## config.mk

```make
export PLATFORM = sky130hd
export DESIGN_NAME = vms_merge
export DESIGN_NICKNAME = d
export VERILOG_FILES = /design/src/rtl/core/vms_pkg.sv /design/src/rtl/core/vms_merge.sv
export SDC_FILE = /design/constraint.sdc
export NUM_CORES = 1
export LEC_CHECK = 0
export BUFFER_PORTS_ARGS = -buffer_cell sky130_fd_sc_hd__buf_2
export CAP_MARGIN = 5
export CORE_MARGIN = 1
export CORE_UTILIZATION = 57
export DETAILED_ROUTE_END_ITERATION = 12
export PLACE_DENSITY = 0.86
export SLEW_MARGIN = 40
export SYNTH_ARGS = -nofsm -noshare
export SYNTH_HDL_FRONTEND = slang
export SYNTH_SLANG_ARGS = --single-unit
```

## constraint.sdc

```tcl
create_clock -name clk -period 4.1 [get_ports clk]
set_clock_uncertainty 0.05 [all_clocks]
set_input_delay 1.025 -clock clk [delete_from_list [all_inputs] [get_ports clk]]
set_output_delay 1.025 -clock clk [all_outputs]
set_load 0.005 [all_outputs]
```

## src/rtl/core/vms_pkg.sv

```systemverilog
// Package for the von Mises equivalent stress block: payload structs, internal
// transfer structs and the fixed widths of the datapath.
// No dependencies; every other file of the block imports it.
`timescale 1ns / 1ps

package vms_pkg;

	// Width of every stress field and of the result.
	localparam int DATA_W  = 32;
	// Deviatoric normal 2a - b - c needs two extra bits, plus sign.
	localparam int NORM_W  = DATA_W + 3;
	localparam int MAG_W   = DATA_W + 2;
	localparam int HALF_W  = MAG_W / 2;
	localparam int HI_W    = MAG_W - HALF_W;
	localparam int SQ_W    = 2 * MAG_W;
	// Six squared terms, the shears weighted by 18, stay below 2^(2*DATA_W+5).
	localparam int ACC_W   = 2 * DATA_W + 5;
	localparam int ROOT_W  = DATA_W;
	localparam int SRES_W  = ROOT_W + 3;
	localparam int TRIAL_W = ACC_W + 1;
	localparam int LANES   = 6;
	localparam int NORM_LANES = 3;

	// The root saturates once the sum reaches 6 * 2^(2*DATA_W).
	localparam logic [ACC_W-1:0] SAT_LIM = ACC_W'(6) << (2 * DATA_W);

	localparam logic MODE_PLANE_STRAIN = 1'b0;
	localparam logic MODE_FULL_3D      = 1'b1;

	typedef struct packed {
		logic signed [DATA_W-1:0] sigma_xx;
		logic signed [DATA_W-1:0] sigma_yy;
		logic signed [DATA_W-1:0] third_comp;
		logic signed [DATA_W-1:0] shear_a;
		logic signed [DATA_W-1:0] shear_b;
		logic signed [DATA_W-1:0] shear_c;
	} vms_in_t;

	typedef struct packed {
		logic [DATA_W-1:0] equiv_stress;
		logic              saturated;
	} vms_out_t;

	typedef logic [LANES-1:0][ACC_W-1:0] vms_terms_t;

	typedef struct packed {
		logic             valid;
		logic [ACC_W-1:0] acc;
	} vms_sum_t;

	typedef struct packed {
		logic              valid;
		logic              sat;
		logic [ROOT_W-1:0] root;
	} vms_root_t;

endpackage

```

## src/rtl/core/vms_merge.sv

```systemverilog
// Merging stage: adds the six lane terms in a two-level registered tree.
// Depends on vms_pkg.
`timescale 1ns / 1ps

module vms_merge (
	input  logic                clk,
	input  logic                arst_n,
	input  logic                valid,
	input  vms_pkg::vms_terms_t terms,
	output vms_pkg::vms_sum_t   sum
);
	import vms_pkg::*;

	logic [ACC_W-1:0] p0_s6, p1_s6, p2_s6;
	logic [ACC_W-1:0] acc_s7;
	logic             vld_s6, vld_s7;

	always_ff @(posedge clk or negedge arst_n) begin
		if (!arst_n) begin
			vld_s6 <= 1'b0;
			vld_s7 <= 1'b0;
		end else begin
			vld_s6 <= valid;
			vld_s7 <= vld_s6;
		end
	end

	always_ff @(posedge clk) begin
		p0_s6  <= terms[0] + terms[1];
		p1_s6  <= terms[2] + terms[3];
		p2_s6  <= terms[4] + terms[5];
		acc_s7 <= p0_s6 + p1_s6 + p2_s6;
	end

	assign sum.valid = vld_s7;
	assign sum.acc   = acc_s7;

endmodule

```

# Word level (Yosys, flattened, before mapping)
# Cells that the tools add are included.
[totals] register_bits=278 memories=0 inputBits=417 rom_bits=0 latchBits=0 mem_bits_rw=0 output_inout_bits=70 wordCells=11
[op_classes] n_mul=0 mux=0 reduce_logical=0 div=0 n_eq_ne=0 add_sub_neg=5 bitwise=0 n_lt_le_gt_ge=0 shift=0
[ops] operator="$add A69 B69 Y69" count=5

# Longest topological paths before layout
[depth] ltp_word=2 depth_mapped=15 depth_no_buf=15

# Worst setup path after synthesis
# OpenSTA, ideal clock, no wires.
[synth_timing] kind="input -> register" start="input terms[0] (netlist bit)" end="register p0_s6[58]" arrival_ns=3.535 required_ns=3.923 path_stages=12 n_path_buf=0 setup_time_ns=0.127 setup_slack_ns=0.388 cell_sequence="ha_1 > fa_1 > a21o_1 > a21oi_1 > o211ai_1 > a31oi_2 > o31ai_4 > a31oi_2 > o32a_1 > and2b_1 > o21ai_0 > xor2_1"
[synth_via] elab_chain_cells=1
[synth_rtl] item="from (decl)" line="vms_merge.sv:9" source="input vms_pkg::vms_terms_t terms,"
[synth_rtl] item="$add A69 B69 Y69" line="vms_merge.sv:29" source="p0_s6 <= terms[0] + terms[1];"
[synth_rtl] item="to (signal assigned)" line="vms_merge.sv:29"
[synth_rtl] item="to (decl)" line="vms_merge.sv:14" source="logic [ACC_W-1:0] p0_s6, p1_s6, p2_s6;"
# Every way passes these cells.

# Worst setup path after layout
[layout_timing] start="register p0_s6[3]" end="register acc_s7[68]"
[layout_via] elab_chain_cells=2
[layout_rtl] item="$add A69 B69 Y69 (2 in a row)" line="vms_merge.sv:32" source="acc_s7 <= p0_s6 + p1_s6 + p2_s6;"
[layout_rtl] item="to (signal assigned)" line="vms_merge.sv:32"
[layout_rtl] item="to (decl)" line="vms_merge.sv:15" source="logic [ACC_W-1:0] acc_s7;"
# Every way passes these cells.

==> results.txt <==
outcome - finished clean
Worst path slowest cell - fa_1
gp weighted congestion - 1.05
fin. max-slew vios - 0
Cell Count, Final, Fillers Out - 3795
Post-Place Setup Slack - -0.258 ns
antenna cells - 0
WL per Instance - 22.8 um
Most used DFF post-synth - dfxtp_1
top-count cell post-synth - a21oi_1
total power - 18.4 mW
CP Max Fanout - 5
Startpoint Class - flop
Nets - 4007
die span in x - 203 um
DRT iter0 DRCs - 2405
Pint - 9.70 mW
Post-Route WL - 86600 um
Top Layer Used - met4
cells along the critical path - fa_1 -> ha_1 -> o21ai_0 -> o21ai_1 -> nand4_1 -> a31oi_1 -> o31ai_4 -> or3_1 -> o31a_1 -> o211ai_1 -> a21oi_1 -> nor3b_1
capturing element type of the critical path - flop
total leakage power - 12.9 nW
met1 wire length - 36900 um
fin crit period - 4.01 ns
Placement Rows - 73
CTS tree - built
Clk pin slew, worst setup/hold paths - 0.07 ns
Worst Max-Slew Pin Slew - 0.697 ns
NetSw - 8.73 mW
CTS max path bufs - 3
Setup CP Type - reg2reg
EDFF count, synth - 0
largest net degree at the start of global routing - 16
area share of the largest cell type after synthesis - 0.239
# port buffers - 486
setup_tns - 0 ns
Mapped Area - 23100 um2
DRT Pass-1 Iters - 6
register bit total from synthesis - 278
vias per cell - 6.39
Seq pwr share - 0.231
HP Class - in2async
Syn-to-layout area delta - 19.0%
fin crit share - 0.979
Initial Utilization - 0.580
HPWL Detailed - 72200 um
wire length on met2 - 36900 um
TritonCTS buffer count - 29
CP Data Required Time - 4.54 ns
commonest cells in the netlist - 348 x a21oi_1, 276 x dfxtp_1, 271 x ha_1
Worst-Skew Late Latency - 0.60 ns
top post-synthesis cells by area - dfxtp_1 24%, ha_1 15%, a21oi_1 7.5%
setup ws final - 0.0861 ns
post-synth top area cell - dfxtp_1
max_cap viols - 0
die area - 41300 um2
Worst path max stage delay - 0.50 ns
Slew Limit Headroom - 0.531
# DRC - 0
warnings from Yosys - 0
Gate Count Post-Synth - 2746
sw frac - 0.474
CTS root buf - clkbuf_16
Cells after DPL - 3738
Core Area - 39800 um2
power per cell area - 670 nW/um2
antenna violations before repair - 3
Gate power share - 0.620
layout cells sized above 1 - 0.210
Avg Cell Area, Syn - 8.41 um2
gr usage total - 0.407
Max Clock Freq - 249 MHz
Mapped Nets - 3506
Clk network pwr share - 0.149
Fin. Hold Viols - 0
worst hold slack - 0.160 ns
vias - 24244
Cell variety after synth - 91
first-pass GRT wire length - 131000 um
vias in the first global route - 23149
die outline height - 203 um
signal arrival time at the worst endpoint - 4.45 ns
grt ovf - 0
Final ANT Viol Nets - 0
post-synthesis sequential area ratio - 0.241
Clock Sinks - 278
I/O pin count - 487
final setup fails - 0
H-tree depth - 1
Peak supply drop - 0.406 mV
Post-synth ARST share - 0.00719
WL met3 - 9380 um
[critical path, delay by kind of cell (launching register included)]
family | cells | cell delay [ns]
flops | 1 | 0.33
fa+ha+maj | 2 | 0.91
simple gates | 3 | 0.86
compound gates | 7 | 1.78
[final cells by class]
cell class	instances	area [um2]
Inverter	69	259
Fill cell	3254	12300
Clock inverter	18	186
Timing Repair Buffer	587	3190
Tap cell	525	657
Clock buffer	36	792
Multi-Input combinational cell	2282	16800
Sequential cell	278	5580
[final timing paths]
path	startpoint	end	cells after the start	slack [ns]
min	arst_n	vld_s6	1	0.16
min in group clk	vld_s6	vld_s7	0	0.30
max in group asynchronous	arst_n	vld_s7	1	3.75
max	p0_s6[3]	acc_s7[68]	12	0.09
min reg2reg	vld_s6	vld_s7	0	0.30
max reg2reg	p0_s6[3]	acc_s7[68]	12	0.09
[per-stage QoR]
stage	util	cell area, um2
6_report	0.690	27500
5_1_grt	0.690	27500
4_1_cts	0.689	27400
3_5_place_dp	0.664	26400
3_3_place_gp	0.664	26400
2_1_floorplan	-	23100
[power groups by stage]
| stage | Combinational [mW] | Clock (mW) | Sequential (mW) |
|---|---|---|---|
| 2_1_floorplan | 7.31 | 0 | 4.07 |
| 3_3_place_gp | 10.5 | 0 | 4.26 |
| 3_5_place_dp | 10.7 | 0 | 4.28 |
| 4_1_cts | 10.9 | 2.75 | 4.23 |
| 5_1_grt | 12.3 | 2.87 | 4.31 |
| 6_report | 11.4 | 2.75 | 4.26 |
[repair_timing]
item                       CTS  global route
hold buffers                 0             0
setup endpoints to repair    2             5
pin swaps                    1             3
resized for setup            0             6
buffers inserted             1             2
[flip-flops by register name, summed over array words and instances (netlist names)]
signal	flops
acc_s7	69
p0_s6	69
p1_s6	69
p2_s6	69
vld_s6	1
vld_s7	1
[kinds of logic (layout without fill, tap and decap cells)]
logic type                 Yosys count  count (layout)  share of synthesized area
DFF                                278             278                      0.241
xor gates and xnor gates           262             262                     0.0993
and+or+nand+nor                    701             701                      0.146
AOI/OAI and AO/OA                  976             976                      0.272
buffers and inverters              186             710                     0.0318
adders and majority gates          343             343                      0.209
[per-layer routing]
metal,vias up,track usage
li1,11019,-
met1,11424,0.576
met2,1566,0.619
met3,235,0.0727
met4,0,0.146
met5,-,0
[cell usage in the layout (no fill, tap or decap), types with 84 or more instances in the layout]
cell type  instances
a21oi_1          348
buf_4            101
nand2_1          220
ha_1             271
nand4_1           84
xor2_1            95
nor2_1           158
o21ai_0          146
dfxtp_1          276
xnor2_1          167
a21o_1           167
buf_2            486
No activity file was read; power rests on OpenSTA's default activity.
