===== src/rtl/core/vms_pkg.sv =====
// Package for the von Mises equivalent stress block: payload structs, internal
// transfer structs and the fixed widths of the datapath.
// No dependencies; every other file of the block imports it.
`timescale 1ns / 1ps

package vms_pkg;

	// Width of every stress field and of the result.
	localparam int DATA_W  = 32;
	// Deviatoric normal 2a - b - c needs two extra bits, plus sign.
	localparam int NORM_W  = DATA_W + 3;
	localparam int MAG_W   = DATA_W + 2;
	localparam int HALF_W  = MAG_W / 2;
	localparam int HI_W    = MAG_W - HALF_W;
	localparam int SQ_W    = 2 * MAG_W;
	// Six squared terms, the shears weighted by 18, stay below 2^(2*DATA_W+5).
	localparam int ACC_W   = 2 * DATA_W + 5;
	localparam int ROOT_W  = DATA_W;
	localparam int SRES_W  = ROOT_W + 3;
	localparam int TRIAL_W = ACC_W + 1;
	localparam int LANES   = 6;
	localparam int NORM_LANES = 3;

	// The root saturates once the sum reaches 6 * 2^(2*DATA_W).
	localparam logic [ACC_W-1:0] SAT_LIM = ACC_W'(6) << (2 * DATA_W);

	localparam logic MODE_PLANE_STRAIN = 1'b0;
	localparam logic MODE_FULL_3D      = 1'b1;

	typedef struct packed {
		logic signed [DATA_W-1:0] sigma_xx;
		logic signed [DATA_W-1:0] sigma_yy;
		logic signed [DATA_W-1:0] third_comp;
		logic signed [DATA_W-1:0] shear_a;
		logic signed [DATA_W-1:0] shear_b;
		logic signed [DATA_W-1:0] shear_c;
	} vms_in_t;

	typedef struct packed {
		logic [DATA_W-1:0] equiv_stress;
		logic              saturated;
	} vms_out_t;

	typedef logic [LANES-1:0][ACC_W-1:0] vms_terms_t;

	typedef struct packed {
		logic             valid;
		logic [ACC_W-1:0] acc;
	} vms_sum_t;

	typedef struct packed {
		logic              valid;
		logic              sat;
		logic [ROOT_W-1:0] root;
	} vms_root_t;

endpackage


===== src/rtl/core/vms_lane.sv =====
// One squaring lane: magnitude, split partial products, sum, optional x18 weight.
// Depends on vms_pkg. Registers magnitude, partial products, square and term in turn; no reset on the payload.
`timescale 1ns / 1ps

module vms_lane #(
	parameter bit SCALED = 1'b0
) (
	input  logic                              clk,
	input  logic signed [vms_pkg::NORM_W-1:0] value,
	output logic        [vms_pkg::ACC_W-1:0]  term
);
	import vms_pkg::*;

	logic [MAG_W-1:0]    mag_s2;
	logic [2*HI_W-1:0]   pp_hh_s3;
	logic [MAG_W-1:0]    pp_hl_s3;
	logic [2*HALF_W-1:0] pp_ll_s3;
	logic [SQ_W-1:0]     sq_s4;
	logic [ACC_W-1:0]    term_s5;
	logic [HI_W-1:0]     hi;
	logic [HALF_W-1:0]   lo;

	assign hi = mag_s2[MAG_W-1:HALF_W];
	assign lo = mag_s2[HALF_W-1:0];

	always_ff @(posedge clk) begin
		mag_s2   <= value[NORM_W-1] ? MAG_W'(-value) : MAG_W'(value);
		pp_hh_s3 <= (2*HI_W)'(hi) * (2*HI_W)'(hi);
		pp_hl_s3 <= MAG_W'(hi) * MAG_W'(lo);
		pp_ll_s3 <= (2*HALF_W)'(lo) * (2*HALF_W)'(lo);
		sq_s4    <= (SQ_W'(pp_hh_s3) << (2 * HALF_W)) + (SQ_W'(pp_hl_s3) << (HALF_W + 1))
			+ SQ_W'(pp_ll_s3);
		if (SCALED) begin
			// Weight 18 as 16 + 2.
			term_s5 <= (ACC_W'(sq_s4) << 4) + (ACC_W'(sq_s4) << 1);
		end else begin
			term_s5 <= ACC_W'(sq_s4);
		end
	end

	assign term = term_s5;

endmodule


===== config.mk =====
export PLATFORM = sky130hd
export DESIGN_NAME = vms_lane
export DESIGN_NICKNAME = d
export VERILOG_FILES = /design/src/rtl/core/vms_pkg.sv /design/src/rtl/core/vms_lane.sv
export SDC_FILE = /design/constraint.sdc
export NUM_CORES = 2
export LEC_CHECK = 0
export BUFFER_PORTS_ARGS = -buffer_cell sky130_fd_sc_hd__buf_2
export CORE_ASPECT_RATIO = 1.75
export CORE_MARGIN = 5
export CORE_UTILIZATION = 30
export DETAILED_ROUTE_END_ITERATION = 8
export MAX_ROUTING_LAYER = met4
export PLACE_DENSITY_LB_ADDON = 0.25
export SYNTH_ARGS = -nofsm -noshare
export SYNTH_HDL_FRONTEND = slang
export SYNTH_SLANG_ARGS = --single-unit

===== constraint.sdc =====
create_clock -name clk -period 6.4 [get_ports clk]
set_input_delay 0.32 -clock clk [delete_from_list [all_inputs] [get_ports clk]]
set_output_delay 0.32 -clock clk [all_outputs]
set_load 0.1 [all_outputs]

-- Yosys cells after proc, flatten, opt, wreduce, memory -nomap -nowiden
Cells that the tools add are included.
- flip-flop bits (word level): 272
- bits of input ports: 36
- output and inout bits: 69
- logic and storage cells: 13
- add/sub/neg operators: 3
- $mul: 3
- mux-type cells: 1
- operators by type and width (kind ; count):
    $mul 17x17->34 ; 3
    $add 68x34->68 ; 1
    $add 68x52->68 ; 1
    $mux 34 ; 1
    $neg 34->34 ; 1

-- Longest topological paths before layout
- word-level depth: 2
- depth in mapped cells: 25
- gate-level depth less buffers: 23

-- Worst setup path after synthesis
Ideal clock, no wire load.
- path type: register -> register
- start: register mag_s2[24]
- end: register pp_hl_s3[33]
- data arrival time: 6125 ps
- setup slack: 154 ps
- cell stages (with the launch flop): 25
- path buffers: 2
- clock period less this slack: 6246 ps
- path through: dfxtp_1 -> clkbuf_1 -> clkbuf_1 -> nand2_1 -> fa_1 -> inv_1 -> fa_1 -> inv_1 -> fa_1 -> inv_1 -> fa_1 -> fa_1 -> inv_1 -> fa_1 -> inv_1 -> ha_1 -> inv_1 -> o21bai_1 -> a21oi_1 -> a2111oi_4 -> o21ai_2 -> o311a_1 -> o41ai_1 -> a21oi_1 -> xnor2_1
- word-level cells in the longest chain between the ends: 1
- RTL lines (what ; RTL line ; source):
    start: declaration ; vms_lane.sv:14 ; logic [MAG_W-1:0] mag_s2;
    start signal: assignment ; vms_lane.sv:27 ; mag_s2 <= value[NORM_W-1] ? MAG_W'(-value) : MAG_W'(value);
    $mul 17x17->34 ; vms_lane.sv:29 ; pp_hl_s3 <= MAG_W'(hi) * MAG_W'(lo);
    end signal: assignment ; vms_lane.sv:29 ;
    end: declaration ; vms_lane.sv:16 ; logic [MAG_W-1:0] pp_hl_s3;
Every way passes these cells.

-- Worst setup path after layout
- start: register mag_s2[27]
- end: register pp_hh_s3[31]
- word-level cells in the longest chain between the ends: 1
- RTL lines (what ; RTL line ; source):
    $mul 17x17->34 ; vms_lane.sv:28 ; pp_hh_s3 <= (2*HI_W)'(hi) * (2*HI_W)'(hi);
    end signal: assignment ; vms_lane.sv:28 ;
    end: declaration ; vms_lane.sv:15 ; logic [2*HI_W-1:0] pp_hh_s3;
Every way passes these cells.

==> results.sh <==
export IMPL_end_kind="flop"
export IMPL_finalWeightedCongestion=0.8518
export IMPL_synth_seq_cells=268
export IMPL_fin_nets=4968
export IMPL_globalRoute_totalOverflow=0
export IMPL_grt_pass1_wl_um=151500
export IMPL_ys_seq_area_share_pct=15.66
export IMPL_cp_data_arrival_time_ns=6.80
export IMPL_cp_slowest_cell="fa_1"
export IMPL_ios=105
export IMPL_drive_above_1_share_pct=12.95
export IMPL_worst_path_buf_inv=6
export IMPL_hp_class="primary input to flop"
export IMPL_setup_ws_ns=0.1565
export IMPL_cts_made_buffers=31
export IMPL_synthFlopType="dfxtp_1"
export IMPL_tritoncts="built"
export IMPL_cpMostUsedCell="fa_1"
export IMPL_cp_start_kind="flop"
export IMPL_die_height_um=457.0
export IMPL_die_area_mm2=0.1213
export IMPL_dpl_hpwl_um=78820
export IMPL_relSlewSlack_pct=45.07
export IMPL_ys_types=84
export IMPL_routedWlPerCell_um=17.14
export IMPL_viasPerCell=4.514
export IMPL_floorplan_initialDensity_pct=30.08
export IMPL_vias=24780
export IMPL_synthMuxAreaShare_pct=0.1242
export IMPL_dpl_cell_area_mm2=0.03833
export IMPL_outcome="complete, no violations"
export IMPL_synth_xor_area_share_pct=4.603
export IMPL_rows=164
export IMPL_final_antenna_net_count=0
export IMPL_crit_required_ns=6.96
export IMPL_final_max_slew_violation_count=0
export IMPL_synth_warnings=0
export IMPL_cts_htree_levels=1
export IMPL_final_area_mm2=0.04023
export IMPL_max_stage_delay_ns=0.55
export IMPL_netlist_area_mm2=0.03425
export IMPL_finalCritPeriodShare_pct=97.55
export IMPL_grt_max_degree=35
export IMPL_final_cell_mix="inv_1, fa_1, nand2_1, ha_1, dfxtp_1"
export IMPL_drtIter0Drc=913
export IMPL_syn_inst=3664
export IMPL_syn2layout_area_growth_pct=17.45
export IMPL_grtUsageTotal_pct=16.26
export IMPL_synth_simple_gate_area_share_pct=12.62
export IMPL_setup_viol=0
export IMPL_cts_sinks=268
export IMPL_ys_async_sr_fraction_pct=0
export IMPL_hold_violations=0
export IMPL_max_freq_ghz=0.1602
export IMPL_critical_path_top_delay_family="adder cells"
export IMPL_path_clk_slew_ns=0.07
export IMPL_post_place_ws_ns=-0.1151
export IMPL_worst_setup_path_type="flop to flop"
export IMPL_whs_ns=0.02518
export IMPL_clk_latency_ns=0.66
export IMPL_crit_path_cell_trace="buf_12 -> buf_4 -> and2_1 -> inv_1 -> fa_1 -> fa_1 -> fa_1 -> inv_1 -> fa_1 -> fa_1 -> inv_1 -> fa_1 -> inv_1 -> ha_1 -> and2_1 -> a31oi_1 -> o21ai_4 -> o22ai_2 -> o31ai_2 -> or4b_1 -> and4_1"
export IMPL_synth_fa_ha_area_share_pct=48.52
export IMPL_drt_pass1_iterations=7
export IMPL_skew_ns=0.02352
export IMPL_drc=0
export IMPL_mostFrequentLayoutCell="inv_1"
export IMPL_critPathMaxFanout=15
export IMPL_coreArea_mm2=0.1139
export IMPL_wirelength_um=94080
export IMPL_tightest_slew_ns=0.8031
export IMPL_min_period_ns=6.243
export IMPL_die_w_um=265.4
export IMPL_cts_root_buffer="clkbuf_16"
export IMPL_grt_pass1_vias=28120
export IMPL_synth_compound_area_share_pct=7.448
export IMPL_fill_cells=11730
export IMPL_cap_violations=0
export IMPL_syn_area_per_cell_um2=9.348
export IMPL_placed_cells=5383
export IMPL_io_buffer_count=102
export IMPL_clockBufferDepth=3
export IMPL_antenna_found_initial=5
export IMPL_synth_edff_count=0
export IMPL_synth_top_family_by_area="adder cells"
export IMPL_fin_cells=5490
[per-stage QoR]
| stage | utilization (%) | setup TNS [ns] |
|---|---|---|
| 6_report | 35.32 | 0 |
| 5_1_grt | 35.32 | -0.06508 |
| 4_1_cts | 34.98 | 0 |
| 3_5_place_dp | 33.65 | -0.4803 |
| 3_3_place_gp | 33.65 | -0.3118 |
| 2_1_floorplan | - | 0 |
[registers in the layout, indices dropped and copies added (netlist names)]
signal / count
mag_s2: 34
pp_hh_s3: 33
term: 67
pp_hl_s3: 34
sq_s4: 67
pp_ll_s3: 33
[cell usage after synthesis (9+ instances only)]
library cell | count | area, um^2
xnor2_1 | 144 | 1261
nand4_1 | 12 | 75.07
inv_1 | 871 | 3269
xor2_1 | 36 | 315.3
nand2_1 | 387 | 1453
o31ai_1 | 12 | 90.09
nor2_1 | 86 | 322.8
nor2b_1 | 28 | 175.2
dfxtp_1 | 268 | 5365
o21a_1 | 14 | 105.1
nand2b_1 | 17 | 106.4
a31oi_1 | 9 | 56.30
and3_1 | 19 | 118.9
a211oi_1 | 17 | 127.6
o21bai_1 | 18 | 135.1
ha_1 | 357 | 4467
clkbuf_1 | 122 | 457.9
fa_1 | 607 | 12150
a21oi_1 | 97 | 485.5
a21o_1 | 49 | 367.9
o21ai_0 | 63 | 315.3
nor3_1 | 19 | 95.09
and2_1 | 241 | 1508
nand3_1 | 30 | 150.1
or3_1 | 9 | 56.30
[metal layers]
metal  global-route usage [%]  vias to the layer above  share of wire [%]
met5                        -                        -                  0
met4                    8.459                        0                6.6
met3                    1.217                      210                2.5
met2                    32.77                      398                 58
met1                    14.88                    12470                 33
li1                         -                    11700                  -
[final cells by class]
cell class                 count  area (um^2)  share of cell area (%)
tap                         1494         1869                   4.647
sequential                   268         5409                   13.45
clock inverter                21        327.8                  0.8149
inverter                     871         3269                   8.127
timing repair buffer         400         3197                   7.947
antenna                        3        7.507                 0.01866
multi-input combinational   2396        25300                   62.89
clock buffer                  37        848.3                   2.109
[logic make-up (layout without fill, tap and decap cells)]
| kind of cell | count (synthesis) | count (layout) |
|---|---|---|
| AO/OA/AOI/OAI | 364 | 364 |
| XOR/XNOR | 180 | 180 |
| adder cells (fa/ha/maj) | 964 | 964 |
| buffers and inverters | 1001 | 1329 |
| flip-flops | 268 | 268 |
| multiplexers | 4 | 4 |
| other | 1 | 5 |
| AND/OR/NAND/NOR | 882 | 882 |
[final timing paths]
path | startpoint | to | slack (ns) | cells past startpoint
setup / recovery | mag_s2[27] | pp_hh_s3[31] | 0.16 | 21
hold / removal | value[20] | mag_s2[20] | 0.03 | 2
setup reg to reg | mag_s2[27] | pp_hh_s3[31] | 0.16 | 21
hold reg to reg | sq_s4[43] | term[43] | 0.33 | 0
[what timing repair did]
| item | 4_1_cts | 5_1_grt |
|---|---|---|
| setup buffers | 0 | 14 |
| resized for setup | 7 | 68 |
| hold buffers | 31 | 0 |
| pin swaps | 0 | 17 |
| cloned | 0 | 2 |
| setup endpoints to repair | 9 | 22 |
| endpoints found under the hold margin | 29 | 0 |
Power is left out: the tool's default activity adds up to more than one toggle a clock period on the data nets, which glitch-free logic cannot reach.
